### config.mk
export PLATFORM = sky130hd
export DESIGN_NAME = dmt_emit_flat
export DESIGN_NICKNAME = d
export VERILOG_FILES = /design/src/hdl/dmt_pkg.sv /design/src/hdl/dmt_ifs.sv /design/src/hdl/dmt_emit.sv /design/src/flat_wrapper.sv
export SDC_FILE = /design/constraint.sdc
export NUM_CORES = 1
export LEC_CHECK = 0
export ABC_AREA = 1
export ABC_CLOCK_PERIOD_IN_PS = 9800
export BUFFER_PORTS_ARGS = -buffer_cell sky130_fd_sc_hd__buf_2
export CAP_MARGIN = 10
export CORE_MARGIN = 2
export CORE_UTILIZATION = 49
export DETAILED_ROUTE_END_ITERATION = 6
export PLACE_DENSITY = 0.75
export SLEW_MARGIN = 0
export SYNTH_ARGS = -nofsm -noshare
export SYNTH_HDL_FRONTEND = slang
export SYNTH_SLANG_ARGS = --single-unit
### constraint.sdc
create_clock -name clk -period 9.8 [get_ports clk]
set_input_delay 1.96 -clock clk [delete_from_list [all_inputs] [get_ports clk]]
set_output_delay 1.96 -clock clk [all_outputs]
set_load 0.01 [all_outputs]
### src/hdl/dmt_pkg.sv
// ----------------------------------------------------------------------------
// dmt_pkg
// Shared types and codes of the maximal-munch DFA tokenizer.
// ----------------------------------------------------------------------------
package dmt_pkg;

	localparam logic [2:0] FUNC_LOAD_TRANS  = 3'd0;
	localparam logic [2:0] FUNC_LOAD_ACCEPT = 3'd1;
	localparam logic [2:0] FUNC_LOAD_DELIM  = 3'd2;
	localparam logic [2:0] FUNC_DATA        = 3'd3;
	localparam logic [2:0] FUNC_END         = 3'd4;

	localparam logic [1:0] KIND_MATCH    = 2'd0;
	localparam logic [1:0] KIND_UNCAUGHT = 2'd1;
	localparam logic [1:0] KIND_END      = 2'd2;
	localparam logic [1:0] KIND_OVERFLOW = 2'd3;

	localparam logic [7:0] NEWLINE = 8'h0A;

	typedef struct packed {
		logic [2:0]  func;
		logic [7:0]  state_index;
		logic [7:0]  byte_value;
		logic [7:0]  target_state;
		logic        next_valid;
		logic [31:0] accept_types;
		logic        delimiter_flag;
	} in_word_t;

	typedef struct packed {
		logic [1:0]  token_kind;
		logic [31:0] first_pos;
		logic [31:0] end_pos;
		logic [31:0] line_number;
		logic [31:0] type_mask;
		logic        last_of_run;
	} out_word_t;

	// Table read requests from the scan engine.
	typedef struct packed {
		logic       tr_re;
		logic [7:0] tr_state;
		logic [7:0] tr_sym;
		logic       acc_re;
		logic [7:0] acc_state;
		logic       dl_re;
		logic [7:0] dl_sym;
	} rd_req_t;

	// Registered table read data.
	typedef struct packed {
		logic        tr_valid;
		logic [7:0]  tr_next;
		logic [31:0] acc;
		logic        dl;
	} rd_data_t;

endpackage

### src/hdl/dmt_ifs.sv


interface dmt_out_if import dmt_pkg::*; ();
	logic      valid;
	logic      ready;
	out_word_t payload;

	modport source (output valid, output payload, input ready);
	modport sink (input valid, input payload, output ready);
endinterface

### src/hdl/dmt_emit.sv
// ----------------------------------------------------------------------------
// dmt_emit
// Holds the newest result until the next one or the end of the run shows
// whether it is the last, then passes it to the output register.
// ----------------------------------------------------------------------------
module dmt_emit import dmt_pkg::*; (
	input  logic          clk,
	input  logic          arst_n,
	input  logic          emit_v,
	input  out_word_t     emit_word,
	input  logic          flush_v,
	output logic          emit_ok,
	dmt_out_if.source     tok_out
);

	out_word_t pend_q, out_q;
	out_word_t pend_mid, pend_fin;
	logic      pend_v_q, out_v_q;
	logic      out_free;
	logic      emit_go, flush_go;

	assign out_free = !out_v_q || tok_out.ready;
	assign emit_ok  = !pend_v_q || out_free;
	assign emit_go  = emit_v && emit_ok;
	assign flush_go = !emit_go && flush_v && pend_v_q && out_free;

	always_comb begin
		pend_mid             = pend_q;
		pend_mid.last_of_run = 1'b0;
		pend_fin             = pend_q;
		pend_fin.last_of_run = 1'b1;
	end

	always_ff @(posedge clk or negedge arst_n) begin
		if (!arst_n) begin
			pend_v_q <= 1'b0;
			out_v_q  <= 1'b0;
		end else begin
			if (emit_go) begin
				out_v_q  <= pend_v_q || (out_v_q && !tok_out.ready);
				pend_v_q <= 1'b1;
			end else if (flush_go) begin
				out_v_q  <= 1'b1;
				pend_v_q <= 1'b0;
			end else if (out_v_q && tok_out.ready) begin
				out_v_q <= 1'b0;
			end
		end
	end

	always_ff @(posedge clk) begin
		if (emit_go) begin
			if (pend_v_q) begin
				out_q <= pend_mid;
			end
			pend_q <= emit_word;
		end else if (flush_go) begin
			out_q <= pend_fin;
		end
	end

	assign tok_out.valid   = out_v_q;
	assign tok_out.payload = out_q;

endmodule

### src/flat_wrapper.sv
// flat-port wrapper written by rule: the top's interface ports become plain ports
module dmt_emit_flat import dmt_pkg::*;
  (clk, arst_n, emit_v, emit_word, flush_v, emit_ok, tok_out_valid, tok_out_payload, tok_out_ready);
  dmt_out_if tok_out_i ();
  input  logic clk;
  input  logic arst_n;
  input  logic emit_v;
  input  out_word_t emit_word;
  input  logic flush_v;
  output logic emit_ok;
  output wire logic [$bits(tok_out_i.valid)-1:0] tok_out_valid;
  output wire logic [$bits(tok_out_i.payload)-1:0] tok_out_payload;
  input wire logic [$bits(tok_out_i.ready)-1:0] tok_out_ready;
  assign tok_out_valid = tok_out_i.valid;
  assign tok_out_payload = tok_out_i.payload;
  assign tok_out_i.ready = tok_out_ready;
  dmt_emit u_core (.clk(clk), .arst_n(arst_n), .emit_v(emit_v), .emit_word(emit_word), .flush_v(flush_v), .emit_ok(emit_ok), .tok_out(tok_out_i));
endmodule
==> run metrics, run 1 <==
status=finished clean; Max-slew headroom=35.2%; Post-CTS Resized=0; IO Pins=269; Clock Latency Late Sink=500 ps; Worst Path Max Fanout=3; Hold Path Class=flop to flop; RSZ-0062 raised after global routing=no; via count=3724; Tmin final=4410 ps; Initial Utilization=50.1%; clock sinks=263; Worst-Margin Slew=971 ps; Die X=132 µm; FFs w/ async S/R, synth=0.760%; hpwl dp=9.37 mm; Hold Path Stages=0; critical path's slowest cell=nor2_4; Core Area=15900 µm²; Post-Syn Instances=278; root buf cell=clkbuf_16; fraction of layout cells with a size suffix above 1=52.4%; vias in the first global route=3796; peak supply drop=163 µV; postcts setup bufs=0; die height=132 µm; Final Util=65.2%; period utilization=45.0%; largest net degree at the start of global routing=78; Worst Reg2Reg Path Length in Cells=6; largest cells by area after synthesis=edfxtp_1 98%, dfrtp_1 0.63%, nand2_2 0.16%; LEAKAGE=4.00 nW; Yosys warnings=0; critical path depth in cells=4; most frequent cell after synthesis=edfxtp_1; f_max=227 MHz; syn nets=414; # DRC=0; First-pass DRT Iterations=5; Req. time, crit path=7840 ps; Total Power=2.44 mW; Post-synth EDFFs=261; ANT nets after route=0; clock slew at the register clock pins of the worst setup and hold paths=60 ps; CTS Hold Bufs=0; Final Hold Viols=0; Synth top cells by count=261 x edfxtp_1, 3 x inv_2, 3 x nor2_1; antenna violations before repair=1; CTS tree=done; crit path kind=primary input to output pin; Final Skew=16.5 ps; # setup viols final=0; Worst setup EP type=output pin; routed wire length=13.6 mm; family with the most delay on the worst path=buffers and inverters; global-route wire length before repair=20.4 mm; Avg Vias per Cell=4.60; FP Rows=46; 1st-iter DRT viols=230; die area=17300 µm²; Main synth FF type=edfxtp_1; htree depth=1; max incr delay on CP=150 ps; CP arrival=2450 ps; gr ovfl total=0; FF+latch count, synth=263; Clock Path Buffers=3; Setup TNS=0 ps; PwrDens=236 nW/µm²; gpl congestion=0.733; GRT Util Overall=15.3%; Synth top area share=98.4%; fin. max-slew vios=0; Nets=711; CP cell instances=buf_2 > nor2_4 > nand2_2 > buf_2; syn_area_per_cell=28.7 µm²; Crit path top cell by count=buf_2; area leader, netlist=edfxtp_1; sequential-to-total area share from yosys stat=99.0%; Num CTS Buffers=25; Critical path buffers and inverters=2; Max Cap Viol=0; Synth Cell Area=7970 µm²; CP startpoint kind=primary input; routed len/inst=16.8 µm; P&R area growth vs syn=30.0%; Synth cell types=11; Port Buffer Count=267
[cell type report]
class / count / area (µm²)
antenna: 1 / 2.50
clock buffer: 26 / 629
timing repair buffer: 270 / 1360
clock inverter: 19 / 115
multi-input combinational: 11 / 75.1
tap: 216 / 270
sequential: 263 / 7890
inverter: 4 / 17.5
fill: 1117 / 5530
[placed cells by master (no fill, tap or decap), drive strengths merged]
master,netlist,layout
buf,0,270
inv,4,5
dfrtp,2,2
clkinv,0,15
nand3,3,3
nor2,4,4
diode,0,1
edfxtp,261,261
o21ai,1,1
bufinv,0,1
clkinvlp,0,2
clkbuf,0,26
nand2,3,3
[worst reg2reg max path: cells and delay by family (launching register included)]
family        cells  cell delay [ps]
buf+inv           3             1460
simple gates      3              180
flops             1              390
[layer usage]
layer	wire (µm)	track usage, %	vias to the layer above	share of wire, %
met1	5230	18.7	1780	38
met3	1270	5.63	34	9.3
met5	0	0	-	0
met2	6700	25.0	193	49
met4	435	5.92	0	3.2
li1	-	-	1717	-
[power breakdown]
group | total [mW] | leakage, nW | internal [mW] | switching, mW
clock network | 0.862 | 0.361 | 0.490 | 0.372
registers | 1.40 | 2.52 | 1.37 | 0.0249
logic | 0.179 | 1.11 | 0.0604 | 0.119
total | 2.44 | 4.00 | 1.92 | 0.516
[cell families (layout without fill, tap and decap cells)]
logic type | Yosys count | after routing | synth area share (%)
flops | 263 | 263 | 99.0
simple gates | 10 | 10 | 0.738
buf+inv | 4 | 319 | 0.188
compound gates | 1 | 1 | 0.0628
other cells | 0 | 1 | 0
[state kept, by name (all words and copies together) (netlist names)]
| name | flops |
|---|---|
| u_core.tok_out.payload | 131 |
| u_core.pend_fin | 130 |
| u_core.pend_v_q | 1 |
| u_core.tok_out.valid | 1 |
[per-stage QoR]
stage | hold WS (ps) | std cells | cell area (µm²) | worst slack (ps)
detailed placement | 405 | 764 | 9610 | 5390
finish | 413 | 810 | 10400 | 5390
global route | 418 | 810 | 10400 | 5370
floorplan | 400 | 278 | 7970 | 1310
global placement | 400 | 764 | 9610 | 5400
CTS | 412 | 809 | 10400 | 5390
[worst paths after layout]
check	start	end	slack (ps)
max in group asynchronous	arst_n	u_core.pend_v_q	8470
max reg2reg	u_core.tok_out.valid	u_core.pend_fin[23]	7320
min reg2reg	u_core.pend_fin[46]	u_core.tok_out.payload[46]	410
min	u_core.pend_fin[46]	u_core.tok_out.payload[46]	410
max	tok_out_ready	emit_ok	5390
min in group asynchronous	arst_n	u_core.tok_out.valid	1230
Note: power is estimated with default switching activity, not from simulation.
==> run 2: changes to the inputs <==
--- a/config.mk
+++ b/config.mk
@@ -6,7 +6,7 @@
 export NUM_CORES = 1
 export LEC_CHECK = 0
 export ABC_AREA = 1
-export ABC_CLOCK_PERIOD_IN_PS = 9800
+export ABC_CLOCK_PERIOD_IN_PS = 4100
 export BUFFER_PORTS_ARGS = -buffer_cell sky130_fd_sc_hd__buf_2
 export CAP_MARGIN = 10
 export CORE_MARGIN = 2
==> constraint.sdc (replaced) <==
create_clock -name clk -period 4.1 [get_ports clk]
set_input_delay 0.82 -clock clk [delete_from_list [all_inputs] [get_ports clk]]
set_output_delay 0.82 -clock clk [all_outputs]
set_load 0.01 [all_outputs]
==> run metrics, run 2 (same netlist as run 1, synthesis figures left out) <==
Die X=132 µm; die area=17300 µm²; die height=132 µm; Clock Latency Late Sink=520 ps; FP Rows=46; post-route cell area=10500 µm²; end of the critical path=emit_ok; Final Skew=18.9 ps; max incr delay on CP=170 ps; Final Hold Viols=0; Crit path top cell by count=buf_2; antenna violations before repair=2; Worst setup EP type=output pin; GRT Util Overall=15.1%; global-route wire length before repair=20.3 mm; CTS tree=done; routed len/inst=16.4 µm; postcts setup bufs=0; peak supply drop=425 µV; post-route insts no fill=815; number of flip-flops in the largest register=131; most frequent cells in the layout=267 x buf_2, 261 x edfxtp_1, 26 x clkbuf_16; IO Pins=269; vias in the first global route=3789; crit path kind=primary input to output pin; Initial Utilization=50.1%; Hold Path Class=primary input to async pin; RSZ-0062 raised after global routing=no; # setup viols final=0; fin. max-slew vios=0; clock slew at the register clock pins of the worst setup and hold paths=60 ps; most common cell after layout, fill and taps aside=buf_2; gpl congestion=0.732; # DRC=0; CP startpoint kind=primary input; routed wire length=13.4 mm; family with the most delay on the worst path=buffers and inverters; gr ovfl total=0; Worst-Margin Slew=452 ps; CTS Hold Bufs=0; clock sinks=263; root buf cell=clkbuf_16; ANT nets after route=0; Tmin final=2160 ps; period utilization=52.6%; Worst Path Max Fanout=3; placed instance count=765; Clock Path Buffers=3; Max Cap Viol=0; Worst Setup SP=tok_out_ready; R2R Setup Slk=2270 ps; P&R area growth vs syn=31.6%; 1st-iter DRT viols=178; Nets=713; Setup TNS=0 ps; via count=3662; First-pass DRT Iterations=6; Max-slew headroom=69.9%; Req. time, crit path=3280 ps; Num CTS Buffers=26; CP cell instances=buf_2 > nor2_4 > nand2_2 > buf_2; critical path's slowest cell=nor2_4; Post-CTS Resized=0; CP arrival=1340 ps; RR Endpoint=u_core.pend_fin[27]; Total Power=6.01 mW; reg2reg start=u_core.tok_out.valid; LEAKAGE=4.06 nW; critical path depth in cells=4; status=finished clean; Worst Reg2Reg Path Length in Cells=6; final setup margin=1940 ps; Core Area=15900 µm²; f_max=464 MHz; Critical path buffers and inverters=2; Avg Vias per Cell=4.49; htree depth=1; largest net degree at the start of global routing=68; worst slack at placement=1800 ps; hpwl dp=9.10 mm; PwrDens=573 nW/µm²; area post-placement=9650 µm²; Port Buffer Count=267; fraction of layout cells with a size suffix above 1=53.1%
-- run 2: cell types whose count changed in the layout (fill, tap and decap cells not counted), sizes merged --
cell / previous run / this run
buf: 270 / 271
clkinvlp: 2 / 1
clkbuf: 26 / 29
bufinv: 1 / 2
diode: 1 / 2
clkinv: 15 / 13
inv: 5 / 7
-- run 2: cell type report --
cell class	instances	area, µm²
repair buffers	271	1400
well taps	216	270
fillers	1055	5400
clock inverters	19	164
diodes	2	5.00
flip-flops and latches	263	7890
multi-input cells	11	75.1
inverters	4	17.5
clock buffers	29	662
-- run 2: worst min-delay path by stage --
stage	to	slack, ps	depth (start not counted)
global placement	u_core.tok_out.payload[2]	400	0
floorplan	u_core.tok_out.payload[100]	400	0
finish	u_core.pend_v_q	70	1
global route	u_core.pend_v_q	50	1
detailed placement	u_core.tok_out.payload[119]	400	0
CTS	u_core.pend_v_q	50	1
-- run 2: worst register-to-register path, cell delays in order, from the launching register on --
cell and delay (ps):
dfrtp_1 390, inv_1 100, nor2_4 60, nand2_2 70, nand2_2 70, inv_4 300
buf_4 490
-- run 2: layer usage --
metal / GRT usage [%] / share of wire [%] / vias up
li1: - / - / 1727
met1: 17.3 / 37 / 1724
met2: 25.7 / 50 / 183
met3: 6.52 / 11 / 28
met4: 4.95 / 2.7 / 0
met5: 0 / 0 / -
-- run 2: where the power goes --
group | total (mW) | internal, mW | leakage [nW] | switching [mW]
sequential | 3.34 | 3.28 | 2.52 | 0.0606
clock | 2.23 | 1.30 | 0.405 | 0.935
combinational | 0.438 | 0.156 | 1.13 | 0.282
-- run 2: stage by stage --
step                hold slack, ps  util, %
floorplan                      400        -
global placement               400     60.8
detailed placement             405     60.8
CTS                           47.5     66.0
global route                  54.6     66.0
finish                        71.3     66.0
