[config.mk]
export PLATFORM = sky130hd
export DESIGN_NAME = dmt_engine
export DESIGN_NICKNAME = d
export VERILOG_FILES = /design/src/hdl/dmt_pkg.sv /design/src/hdl/dmt_ram.sv /design/src/hdl/dmt_engine.sv
export SDC_FILE = /design/constraint.sdc
export NUM_CORES = 1
export LEC_CHECK = 0
export BUFFER_PORTS_ARGS = -buffer_cell sky130_fd_sc_hd__clkbuf_2
export CORE_MARGIN = 3
export CORE_UTILIZATION = 30
export CTS_CLUSTER_DIAMETER = 60
export DETAILED_ROUTE_END_ITERATION = 12
export GPL_ROUTABILITY_DRIVEN = 0
export MAX_ROUTING_LAYER = met4
export PLACE_DENSITY = 0.43
export SLEW_MARGIN = 20
export SYNTH_ARGS = -nofsm -noshare
export SYNTH_HDL_FRONTEND = slang
export SYNTH_SLANG_ARGS = --single-unit
[constraint.sdc]
create_clock -name clk -period 4.62 [get_ports clk]
set_input_delay 0.924 -clock clk [delete_from_list [all_inputs] [get_ports clk]]
set_output_delay 0.924 -clock clk [all_outputs]
set_load 0.01 [all_outputs]
[src/hdl/dmt_pkg.sv]
// ----------------------------------------------------------------------------
// dmt_pkg
// Shared types and codes of the maximal-munch DFA tokenizer.
// ----------------------------------------------------------------------------
package dmt_pkg;

	localparam logic [2:0] FUNC_LOAD_TRANS  = 3'd0;
	localparam logic [2:0] FUNC_LOAD_ACCEPT = 3'd1;
	localparam logic [2:0] FUNC_LOAD_DELIM  = 3'd2;
	localparam logic [2:0] FUNC_DATA        = 3'd3;
	localparam logic [2:0] FUNC_END         = 3'd4;

	localparam logic [1:0] KIND_MATCH    = 2'd0;
	localparam logic [1:0] KIND_UNCAUGHT = 2'd1;
	localparam logic [1:0] KIND_END      = 2'd2;
	localparam logic [1:0] KIND_OVERFLOW = 2'd3;

	localparam logic [7:0] NEWLINE = 8'h0A;

	typedef struct packed {
		logic [2:0]  func;
		logic [7:0]  state_index;
		logic [7:0]  byte_value;
		logic [7:0]  target_state;
		logic        next_valid;
		logic [31:0] accept_types;
		logic        delimiter_flag;
	} in_word_t;

	typedef struct packed {
		logic [1:0]  token_kind;
		logic [31:0] first_pos;
		logic [31:0] end_pos;
		logic [31:0] line_number;
		logic [31:0] type_mask;
		logic        last_of_run;
	} out_word_t;

	// Table read requests from the scan engine.
	typedef struct packed {
		logic       tr_re;
		logic [7:0] tr_state;
		logic [7:0] tr_sym;
		logic       acc_re;
		logic [7:0] acc_state;
		logic       dl_re;
		logic [7:0] dl_sym;
	} rd_req_t;

	// Registered table read data.
	typedef struct packed {
		logic        tr_valid;
		logic [7:0]  tr_next;
		logic [31:0] acc;
		logic        dl;
	} rd_data_t;

endpackage

[src/hdl/dmt_ram.sv]
// ----------------------------------------------------------------------------
// dmt_ram
// Generic simple dual-port RAM: one write port, one registered read port.
// ----------------------------------------------------------------------------
module dmt_ram #(
	parameter int WIDTH = 8,
	parameter int DEPTH = 32
) (
	input  logic                                   clk,
	input  logic                                   we,
	input  logic [(DEPTH > 1 ? $clog2(DEPTH) : 1)-1:0] waddr,
	input  logic [WIDTH-1:0]                       wdata,
	input  logic                                   re,
	input  logic [(DEPTH > 1 ? $clog2(DEPTH) : 1)-1:0] raddr,
	output logic [WIDTH-1:0]                       rdata
);

	logic [WIDTH-1:0] mem_q [DEPTH];

	always_ff @(posedge clk) begin
		if (we) begin
			mem_q[waddr] <= wdata;
		end
		if (re) begin
			rdata <= mem_q[raddr];
		end
	end

endmodule

[src/hdl/dmt_engine.sv]
// ----------------------------------------------------------------------------
// dmt_engine
// Scan sequencer: byte ring, DFA walk, candidate tracking, rewinds and skips.
// ----------------------------------------------------------------------------
module dmt_engine import dmt_pkg::*; #(
	parameter int RING_BYTES = 32
) (
	input  logic      clk,
	input  logic      arst_n,
	input  logic      start,
	input  in_word_t  item,
	input  logic      den,
	input  rd_data_t  rd_data,
	input  logic      emit_ok,
	output rd_req_t   rd_req,
	output logic      idle,
	output logic      emit_v,
	output out_word_t emit_word,
	output logic      flush_v
);

	localparam int RAW = $clog2(RING_BYTES);
	localparam int RDEPTH = 1 << RAW;

	typedef enum logic [3:0] {
		S_IDLE, S_OVF, S_DRAIN_RD, S_DRAIN_CK, S_WBYTE, S_TOP, S_SB, S_SC,
		S_NL1, S_NL2, S_RES, S_RS_U, S_RS_M, S_RE_U, S_RE_E, S_FIN
	} state_t;

	state_t      st_q;
	logic [31:0] scan_q, recv_q, tstart_q, cend_q, pme_q, line_q, cline_q, pml_q;
	logic [31:0] ctypes_q;
	logic [7:0]  cur_q, byte_q;
	logic        cv_q, skip_q, end_seen_q, end_done_q, eof_q;

	logic           ring_re, ring_we;
	logic [RAW-1:0] ring_raddr;
	logic [7:0]     ring_rd;
	logic           avail, is_nl, hit, cv1, nl_sp, need_rs_u, need_re_u;

	dmt_ram #(.WIDTH(8), .DEPTH(RDEPTH)) u_ring (
		.clk(clk), .we(ring_we), .waddr(recv_q[RAW-1:0]), .wdata(byte_q),
		.re(ring_re), .raddr(ring_raddr), .rdata(ring_rd)
	);

	assign avail     = scan_q != recv_q;
	assign is_nl     = !eof_q && (ring_rd == NEWLINE);
	assign hit       = (rd_data.acc != '0) && (scan_q != tstart_q) &&
	                   (eof_q || !den || rd_data.dl);
	assign cv1       = cv_q || hit;
	assign nl_sp     = is_nl && den && !cv1;
	assign need_rs_u = pme_q != tstart_q;
	assign need_re_u = pme_q != scan_q;
	assign idle      = st_q == S_IDLE;
	assign ring_we   = st_q == S_WBYTE;
	assign ring_raddr = scan_q[RAW-1:0];

	always_comb begin
		rd_req    = '0;
		ring_re   = 1'b0;
		emit_v    = 1'b0;
		emit_word = '0;
		flush_v   = 1'b0;
		unique case (st_q)
			S_TOP: begin
				ring_re          = avail;
				rd_req.acc_re    = 1'b1;
				rd_req.acc_state = cur_q;
			end
			S_SB: begin
				rd_req.tr_re    = 1'b1;
				rd_req.tr_state = skip_q ? 8'd0 : cur_q;
				rd_req.tr_sym   = ring_rd;
				rd_req.dl_re    = 1'b1;
				rd_req.dl_sym   = ring_rd;
			end
			S_SC: begin
				if (!skip_q && nl_sp) begin
					rd_req.tr_re  = 1'b1;
					rd_req.tr_sym = NEWLINE;
				end
			end
			S_NL1: begin
				rd_req.acc_re    = 1'b1;
				rd_req.acc_state = rd_data.tr_next;
			end
			S_DRAIN_RD: ring_re = avail;
			S_OVF: begin
				emit_v    = 1'b1;
				emit_word = '{KIND_OVERFLOW, pme_q, recv_q, pml_q, 32'd0, 1'b0};
			end
			S_RS_U: begin
				emit_v    = need_rs_u;
				emit_word = '{KIND_UNCAUGHT, pme_q, tstart_q, pml_q, 32'd0, 1'b0};
			end
			S_RS_M: begin
				emit_v    = 1'b1;
				emit_word = '{KIND_MATCH, tstart_q, cend_q, cline_q, ctypes_q, 1'b0};
			end
			S_RE_U: begin
				emit_v    = need_re_u;
				emit_word = '{KIND_UNCAUGHT, pme_q, scan_q, pml_q, 32'd0, 1'b0};
			end
			S_RE_E: begin
				emit_v    = 1'b1;
				emit_word = '{KIND_END, scan_q, scan_q, line_q, 32'd0, 1'b0};
			end
			S_FIN: flush_v = 1'b1;
			default: ;
		endcase
	end

	always_ff @(posedge clk or negedge arst_n) begin
		if (!arst_n) begin
			st_q       <= S_IDLE;
			scan_q     <= '0;
			recv_q     <= '0;
			tstart_q   <= '0;
			cend_q     <= '0;
			pme_q      <= '0;
			line_q     <= '0;
			cline_q    <= '0;
			pml_q      <= '0;
			ctypes_q   <= '0;
			cur_q      <= '0;
			byte_q     <= '0;
			cv_q       <= 1'b0;
			skip_q     <= 1'b0;
			end_seen_q <= 1'b0;
			end_done_q <= 1'b0;
			eof_q      <= 1'b0;
		end else begin
			unique case (st_q)
				S_IDLE: begin
					if (start && !end_done_q) begin
						if (item.func == FUNC_DATA) begin
							byte_q <= item.byte_value;
							if ((recv_q - pme_q) >= 32'(RING_BYTES)) begin
								st_q <= S_OVF;
							end else begin
								st_q <= S_WBYTE;
							end
						end else if (item.func == FUNC_END) begin
							end_seen_q <= 1'b1;
							st_q       <= S_TOP;
						end
					end
				end
				S_OVF: begin
					if (emit_ok) begin
						st_q <= S_DRAIN_RD;
					end
				end
				S_DRAIN_RD: begin
					if (!avail) begin
						pme_q    <= recv_q;
						pml_q    <= line_q;
						skip_q   <= 1'b0;
						tstart_q <= scan_q;
						cur_q    <= '0;
						cv_q     <= 1'b0;
						ctypes_q <= '0;
						st_q     <= S_WBYTE;
					end else begin
						st_q <= S_DRAIN_CK;
					end
				end
				S_DRAIN_CK: begin
					line_q <= line_q + 32'(ring_rd == NEWLINE);
					scan_q <= scan_q + 32'd1;
					st_q   <= S_DRAIN_RD;
				end
				S_WBYTE: begin
					recv_q <= recv_q + 32'd1;
					st_q   <= S_TOP;
				end
				S_TOP: begin
					if (!avail && !end_seen_q) begin
						st_q <= S_FIN;
					end else if (!avail && skip_q) begin
						skip_q   <= 1'b0;
						tstart_q <= scan_q;
						cur_q    <= '0;
						cv_q     <= 1'b0;
						ctypes_q <= '0;
					end else begin
						eof_q <= !avail;
						st_q  <= S_SB;
					end
				end
				S_SB: st_q <= S_SC;
				S_SC: begin
					if (skip_q) begin
						if (rd_data.tr_valid) begin
							skip_q   <= 1'b0;
							tstart_q <= scan_q;
							cur_q    <= '0;
							cv_q     <= 1'b0;
							ctypes_q <= '0;
						end else begin
							line_q <= line_q + 32'(is_nl);
							scan_q <= scan_q + 32'd1;
						end
						st_q <= S_TOP;
					end else begin
						if (hit) begin
							cv_q     <= 1'b1;
							ctypes_q <= rd_data.acc;
							cend_q   <= scan_q;
							cline_q  <= line_q;
						end
						if (!eof_q) begin
							scan_q <= scan_q + 32'd1;
							line_q <= line_q + 32'(is_nl);
						end
						if (nl_sp) begin
							st_q <= S_NL1;
						end else if (!eof_q && rd_data.tr_valid) begin
							cur_q <= rd_data.tr_next;
							st_q  <= S_TOP;
						end else begin
							st_q <= S_RES;
						end
					end
				end
				S_NL1: begin
					// A lone newline becomes a token of its own.
					cv_q     <= 1'b1;
					tstart_q <= scan_q - 32'd1;
					cend_q   <= scan_q;
					cline_q  <= line_q;
					st_q     <= S_NL2;
				end
				S_NL2: begin
					ctypes_q <= rd_data.tr_valid ? rd_data.acc : 32'd0;
					if (rd_data.tr_valid) begin
						cur_q <= rd_data.tr_next;
						st_q  <= S_TOP;
					end else begin
						st_q <= S_RES;
					end
				end
				S_RES: begin
					if (cv_q) begin
						scan_q <= cend_q;
						line_q <= cline_q;
						st_q   <= S_RS_U;
					end else if (eof_q) begin
						st_q <= S_RE_U;
					end else begin
						line_q <= line_q - 32'(is_nl);
						scan_q <= scan_q - 32'd1;
						skip_q <= 1'b1;
						st_q   <= S_TOP;
					end
				end
				S_RS_U: begin
					if (!need_rs_u || emit_ok) begin
						st_q <= S_RS_M;
					end
				end
				S_RS_M: begin
					if (emit_ok) begin
						pme_q    <= cend_q;
						pml_q    <= cline_q;
						tstart_q <= cend_q;
						cur_q    <= '0;
						cv_q     <= 1'b0;
						ctypes_q <= '0;
						st_q     <= S_TOP;
					end
				end
				S_RE_U: begin
					if (!need_re_u || emit_ok) begin
						st_q <= S_RE_E;
					end
				end
				S_RE_E: begin
					if (emit_ok) begin
						pme_q      <= scan_q;
						pml_q      <= line_q;
						tstart_q   <= scan_q;
						cur_q      <= '0;
						cv_q       <= 1'b0;
						ctypes_q   <= '0;
						end_done_q <= 1'b1;
						st_q       <= S_FIN;
					end
				end
				S_FIN: begin
					if (emit_ok) begin
						st_q <= S_IDLE;
					end
				end
				default: st_q <= S_IDLE;
			endcase
		end
	end

endmodule

==> run_results.csv, run 1 <==
group,metric,value,unit
finish,finalNonFillerCells,4889,
finish,drive_above_1_share,19.8,%
synthesis,synth_edf_count,264,
finish,area_delta_synth_final,17.3,%
floorplanning,initial_core_util,30.4,%
synthesis,synth_flop_cell,"dfrtp_1",
pwr,p_per_area,627,mW/mm^2
floorplanning,dieArea,0.113,mm^2
global_route,grt.total_usage,21.0,%
cts,cts_buffer_depth,3,
placed_design,postPlaceCellArea,0.0357,mm^2
floorplanning,fp.coreArea,0.108,mm^2
cts,htree_levels,3,
routing,first_pass_iters,9,
worst_setup_path,path_max_fanout,8,
global_route,grt_start_max_net_pins,102,
worst_setup_path,worstPathRequired,3.70,ns
worst_setup_path,ff2ff_path_depth,15,
synthesis,ys_types,85,
status,outcome,"finished clean",
worst_setup_path,timing.rr.end,"line_q[30]$_DFFE_PN0P_",
synthesis,synthTopCellsByArea,"edfxtp_1 (24%), dfrtp_1 (24%), mux4_2 (5.5%)",
synthesis,synth.most_common_cell,"nor2_1",
floorplanning,dieHeight,336,um
placed_design,placed_cells,4744,
finish,post-route-util,35.7,%
worst_setup_path,reg2reg_slack,0.49,ns
routing,drc_errors,0,
synthesis,avgSynthCellArea,9.96,um^2
worst_setup_path,worstSetupStartpoint,"scan_q[1]$_DFFE_PN0P_",
pwr,ir_worst_vdd,289,uV
placed_design,dp_hpwl,81500,um
synthesis,synth_top_cell_area_share,24.2,%
pwr,p_leak,15.2,nW
synthesis,syn-num-nets,3440,
worst_setup_path,critPathCapture,"rd_req[34]",
cts,cts_tree,"built",
synthesis,syn-cell-area,0.0328,mm^2
synthesis,synth_top_area_cell,"edfxtp_1",
global_route,grt_pass1_vias,25600,
timing,period_share,97.6,%
timing,relSlewSlack,29.5,%
timing,setup_tns,0,ns
synthesis,yosysWarnings,0,
routing,wl_per_cell,24.1,um
pwr,seq_power_share,33.1,%
timing,fin_skew,0.0420,ns
global_route,overflow,0,
cts,path_clk_slew,0.06,ns
pwr,combPwrFrac,41.2,%
worst_setup_path,start_kind,"flip-flop",
routing,vias,26400,
finish,final_cell_area,0.0384,mm^2
pwr,p_int,0.0140,W
synthesis,synth_seq_cells,577,
timing,max_freq,0.222,GHz
finish,diodes,0,
global_route,antenna_found_initial,1,
placed_design,portBuffers,225,
cts,cts_buffers,78,
worst_setup_path,end_kind,"output pin",
min_path,hold_path.class,"input port to asynchronous set/reset pin",
synthesis,syn_inst,3290,
routing,wl,118000,um
timing,max_slew.worst_pin.slew,1.06,ns
routing,drt-vias-per-instance,5.40,
worst_setup_path,worstReg2RegStart,"u_ring.rdata[5]$_DFFE_PP_",
routing,ant_nets,0,
cts,clkLatencyLatePin,0.66,ns
routing,initialDrtViolationCount,2609,
synthesis,ys_seq_area_share,48.1,%
floorplanning,num_rows,120,
timing,setup_viol,0,
worst_setup_path,cp.arrival,3.58,ns
floorplanning,die_w,336,um
pwr,total_power,0.0241,W
cts,cts_sinks,577,
pwr,clkPwrFrac,25.7,%
timing,fin_crit,4.51,ns
job,cap_violations,0,
timing,drv_slew,0,
floorplanning,ios,277,
synthesis,synthTopCellsByCount,"nor2_1 (318), dfrtp_1 (313), nand2_1 (310), edfxtp_1 (264), a21oi_1 (248)",
pwr,switching_share,42.0,%
timing,hold_viol,0,
finish,final_nets,3575,
global_route,grt_pass1_wl,174000,um
synthesis,synth_async_sr_flop_share,54.2,%
cts,clock-root-buffer,"clkbuf_16",
pwr,power_switching,0.0101,W
worst_setup_path,setup.worst_path.class,"flip-flop to output pin",
==> timing repair <==
action,4_1_cts,5_1_grt
hold buffers,0,0
setup buffers,0,4
endpoints found under the setup margin,3,4
pin swaps,0,1
resized for setup,6,4
==> power groups by stage <==
| stage | registers [W] | logic, W | clock network [W] |
|---|---|---|---|
| 2_1_floorplan | 0.00739 | 0.00663 | 0 |
| 3_3_place_gp | 0.00808 | 0.00984 | 0 |
| 3_5_place_dp | 0.00809 | 0.00985 | 0 |
| 4_1_cts | 0.00800 | 0.00991 | 0.00637 |
| 5_1_grt | 0.00813 | 0.0108 | 0.00657 |
| 6_report | 0.00798 | 0.00992 | 0.00619 |
==> critical path, cell delays in order (launching register included) <==
cell and delay (ns):
dfrtp_4 0.54, xnor2_1 0.31, nand4_1 0.31, nor4_4 0.41, buf_4 0.18, a21oi_1 0.09
or4_1 0.48, inv_1 0.12, nand2_1 0.07, o21ai_0 0.21, clkbuf_2 0.22
==> final cells by class <==
class                   instances  area, um^2
clock inverters                43         566
inverters                     124         465
well taps                    1403        1760
fillers                     10900       69200
flip-flops and latches        577       15800
repair buffers                354        2230
clock buffers                  98        2090
multi-input cells            2290       15500
==> worst min path at each step <==
stage	from	to	slack (ns)
final	arst_n	recv_q[27]$_DFFE_PN0P_	0.36
after global routing	arst_n	pme_q[25]$_DFFE_PN0P_	0.41
after CTS	arst_n	recv_q[26]$_DFFE_PN0P_	0.39
after detailed placement	cur_q[6]$_DFFE_PN0P_	cur_q[6]$_DFFE_PN0P_	0.49
after global placement	cur_q[2]$_DFFE_PN0P_	cur_q[2]$_DFFE_PN0P_	0.48
after floorplan	end_done_q$_DFFE_PN0P_	end_done_q$_DFFE_PN0P_	0.45
==> registers in the layout (all words and copies together) (netlist names), 4 cells and up <==
| signal | flops |
|---|---|
| u_ring.rdata | 8 |
| pme_q | 32 |
| pml_q | 32 |
| byte_q | 8 |
| line_q | 32 |
| scan_q | 32 |
| cend_q | 32 |
| cur_q | 8 |
| cline_q | 32 |
| st_q | 4 |
| ctypes_q | 32 |
| u_ring.mem_q | 256 |
| tstart_q | 32 |
| recv_q | 32 |
==> layer usage <==
metal / vias up / wire length (um) / track usage, % / share of wire [%]
met1: 13100 / 51500 / 27.7 / 44
met3: 162 / 7500 / 4.04 / 6.4
met2: 781 / 55100 / 33.0 / 47
li1: 12300 / - / - / -
met5: - / 0 / - / 0
met4: 0 / 3550 / 6.29 / 3.0
==> cell families after synthesis <==
| group | Yosys count | synth area share, % |
|---|---|---|
| AOI/OAI and AO/OA | 807 | 15.8 |
| xor gates and xnor gates | 200 | 5.35 |
| adders and majority gates | 42 | 1.63 |
| buffers and inverters | 423 | 5.00 |
| DFF | 577 | 48.1 |
| muxes | 162 | 8.27 |
| other | 1 | 0.0114 |
| and+or+nand+nor | 1078 | 15.8 |
==> per-stage QoR <==
stage               setup WS [ns]  hold slack [ns]
floorplan                   0.963            0.451
global placement            0.317            0.481
detailed placement          0.369            0.495
CTS                        0.0296            0.390
global route             -0.00683            0.408
finish                      0.111            0.361
==> placed cells by master (no fill, tap or decap), types with 22 or more instances in the layout <==
| master | count |
|---|---|
| xor2_1 | 51 |
| nand4_1 | 47 |
| nor4_1 | 38 |
| mux2_2 | 70 |
| nand3_1 | 125 |
| a222oi_1 | 44 |
| o22ai_1 | 22 |
| dfrtp_1 | 306 |
| buf_4 | 119 |
| inv_1 | 123 |
| xnor2_1 | 145 |
| mux4_2 | 80 |
| clkbuf_2 | 224 |
| a221o_1 | 33 |
| nand2_1 | 310 |
| and3_1 | 27 |
| a22oi_1 | 67 |
| a21oi_1 | 246 |
| clkbuf_16 | 78 |
| a31oi_1 | 70 |
| and2_1 | 42 |
| o21ai_0 | 175 |
| edfxtp_1 | 264 |
| ha_1 | 41 |
| nor2_1 | 310 |
| nor3_1 | 53 |
(Power assumes the default switching activity.)
==> inputs of run 2 (changes only) <==
Settings changed: ABC_AREA set to 1.
==> run 2 against run 1 <==
  * Final cell count rose by 24%
  * Area after synthesis increased by 4.1%
  * Global-route usage grew 1.7 points
  * Flip-flop and latch count unchanged
  * Critical path type unchanged
  * Clock skew fell by 0.0019 ns
  * Utilization fell by 0.63 points
==> run_results.csv, run 2 <==
group,metric,value,unit
worst_setup_path,reg2reg_slack,0.94,ns
floorplanning,initial_core_util,30.3,%
finish,layout_common_cells,"nand2_1 (1133), nor2_1 (500), o21ai_0 (413), inv_1 (379), dfrtp_1 (311)",
timing,period_share,94.4,%
finish,drive_above_1_share,11.7,%
cts,cts_buffer_depth,3,
routing,initialDrtViolationCount,2731,
synthesis,synth.most_common_cell,"nand2_1",
global_route,grt_start_max_net_pins,118,
finish,largest_reg_flops,256,
timing,setup_viol,0,
routing,drc_errors,0,
synthesis,synthTopCellsByArea,"edfxtp_1 (23%), dfrtp_1 (23%), nand2_1 (12%)",
routing,met3_length,7640,um
timing,rsz0062_at_grt,"false",
synthesis,synth_flop_cell,"dfrtp_1",
global_route,grt_pass1_vias,30200,
cts,clkLatencyLatePin,0.65,ns
floorplanning,die_w,343,um
pwr,ir_worst_vdd,308,uV
cts,cts_tree,"built",
synthesis,synth_top_area_cell,"edfxtp_1",
synthesis,ys_seq_area_share,46.2,%
timing,hold_viol,0,
worst_setup_path,end_kind,"output pin",
min_path,hold_path.class,"input port to asynchronous set/reset pin",
finish,area_delta_synth_final,15.9,%
timing,fin_skew,0.0401,ns
timing,fin_crit,4.36,ns
pwr,p_leak,16.7,nW
status,outcome,"finished clean",
synthesis,avgSynthCellArea,7.82,um^2
global_route,overflow,0,
worst_setup_path,start_kind,"flip-flop",
synthesis,synthTopCellsByCount,"nand2_1 (1134), nor2_1 (507), o21ai_0 (413), inv_1 (380), dfrtp_1 (313)",
finish,post-route-util,35.1,%
synthesis,synth_edf_count,264,
placed_design,dp_hpwl,94300,um
routing,drt-vias-per-instance,5.18,
floorplanning,fp.coreArea,0.113,mm^2
worst_setup_path,worstPathCellList,"nand2_1 > nor2_4 > clkinv_2 > o221ai_1 > clkbuf_2",
worst_setup_path,cp_slowest_cell,"o221ai_1",
worst_setup_path,worstSetupStartpoint,"st_q[3]$_DFFE_PN0P_",
finish,final_common_cell,"nand2_1",
synthesis,syn-num-nets,4508,
cts,cts_buffers,75,
synthesis,synth_seq_cells,577,
finish,fill_cells,12100,
worst_setup_path,worstPathRequired,3.70,ns
routing,wl_per_cell,21.9,um
worst_setup_path,timing.rr.end,"line_q[30]$_DFFE_PN0P_",
routing,wl_met2,61900,um
timing,max_slew.worst_pin.slew,1.10,ns
timing,holdWs,0.208,ns
worst_setup_path,crit_path_max_incr_delay,0.91,ns
floorplanning,num_rows,123,
global_route,antenna_found_initial,4,
global_route,grt_pass1_wl,197000,um
worst_setup_path,setup.worst_path.class,"flip-flop to output pin",
synthesis,syn-cell-area,0.0341,mm^2
finish,finalNonFillerCells,6070,
cts,cts_sinks,577,
floorplanning,dieArea,0.118,mm^2
routing,vias,31500,
worst_setup_path,ff2ff_path_depth,16,
cts,cts_resized,0,
placed_design,portBuffers,225,
floorplanning,ios,277,
timing,relSlewSlack,26.5,%
cts,clock-root-buffer,"clkbuf_16",
worst_setup_path,path_max_fanout,30,
timing,setup_tns,0,ns
synthesis,ys_types,64,
cts,ctsHoldBuffers,0,
routing,wl,133000,um
synthesis,synth_async_sr_flop_share,54.2,%
cts,htree_levels,3,
worst_setup_path,worstReg2RegStart,"u_ring.rdata[5]$_DFFE_PP_",
cts,path_clk_slew,0.06,ns
synthesis,synth_top_cell_area_share,23.3,%
worst_setup_path,cp.arrival,3.44,ns
cts,cts_setup_buffers,0,
worst_setup_path,critPathCapture,"emit_word[104]",
placed_design,placed_cells,5931,
floorplanning,dieHeight,343,um
finish,final_nets,4658,
finish,top_register,"u_ring.mem_q",
synthesis,yosysWarnings,0,
global_route,grt.total_usage,22.7,%
synthesis,syn_inst,4358,
job,cap_violations,0,
timing,max_freq,0.229,GHz
routing,top_layer,"met4",
routing,first_pass_iters,8,
routing,met1_length,60100,um
routing,ant_nets,0,
timing,drv_slew,0,
pwr,p_per_area,614,mW/mm^2
[run 2: cell types whose count changed after synthesis, moves of 66 or more]
| cell | delta |
|---|---|
| nand2_1 | +824 |
| mux4_2 | -80 |
| inv_1 | +257 |
| nand3_1 | +66 |
| o21ai_0 | +238 |
| xnor2_1 | -137 |
| nor2_1 | +189 |
| a21oi_1 | -140 |
| o211ai_1 | +81 |
| clkbuf_1 | -107 |
[run 2: how the worst min path moves through the flow]
| stage | cells past startpoint | to | slack [ns] |
|---|---|---|---|
| floorplan | 2 | end_done_q$_DFFE_PN0P_ | 0.43 |
| global placement | 2 | end_done_q$_DFFE_PN0P_ | 0.45 |
| detailed placement | 2 | end_done_q$_DFFE_PN0P_ | 0.47 |
| CTS | 1 | recv_q[31]$_DFFE_PN0P_ | 0.20 |
| global route | 1 | recv_q[31]$_DFFE_PN0P_ | 0.21 |
| finish | 1 | recv_q[31]$_DFFE_PN0P_ | 0.21 |
[run 2: per-stage QoR]
| stage | area (um^2) | setup WS, ns | power (W) |
|---|---|---|---|
| 3_3_place_gp | 36900 | 0.791 | 0.0181 |
| 5_1_grt | 39500 | 0.156 | 0.0259 |
| 4_1_cts | 39500 | 0.293 | 0.0244 |
| 2_1_floorplan | 34100 | 1.87 | 0.0143 |
| 6_report | 39500 | 0.260 | 0.0243 |
| 3_5_place_dp | 36900 | 0.788 | 0.0181 |
[run 2: worst max-delay path, delay by kind of cell (launching register included)]
family | cells | cell delay (ns)
compound gates | 1 | 0.91
buf+inv | 2 | 0.81
flops | 1 | 0.52
simple gates | 2 | 0.51
[run 2: metal layers]
metal / GRT usage, % / vias up
met2: 36.2 / 997
li1: - / 15000
met1: 30.1 / 15300
met5: - / -
met3: 3.43 / 189
met4: 6.27 / 0
[run 2: cell type report]
cell class	count	area, um^2	area share [%]
tap	1500	1880	4.75
sequential	577	15800	39.9
multi-input combinational	3126	15700	39.8
antenna	3	7.51	0.0190
clock inverter	42	609	1.54
timing repair buffer	311	1930	4.89
inverter	417	1570	3.99
clock buffer	94	2030	5.14
[run 2: cell families (layout without fill, tap and decap cells)]
group | after synthesis | after routing | synth area share, %
multiplexers | 10 | 10 | 0.323
AND/OR/NAND/NOR | 2067 | 2067 | 25.6
other | 1 | 4 | 0.0110
adder cells (fa/ha/maj) | 42 | 42 | 1.56
buffers and inverters | 655 | 864 | 7.88
AO/OA/AOI/OAI | 881 | 881 | 15.2
XOR/XNOR | 125 | 125 | 3.21
flip-flops | 577 | 577 | 46.2
[run 2: report_power, final]
part	switching, W	internal [W]	leakage, nW
Clock	0.00252	0.00374	1.28
Combinational	0.00742	0.00304	9.12
Sequential	0.00108	0.00647	6.27
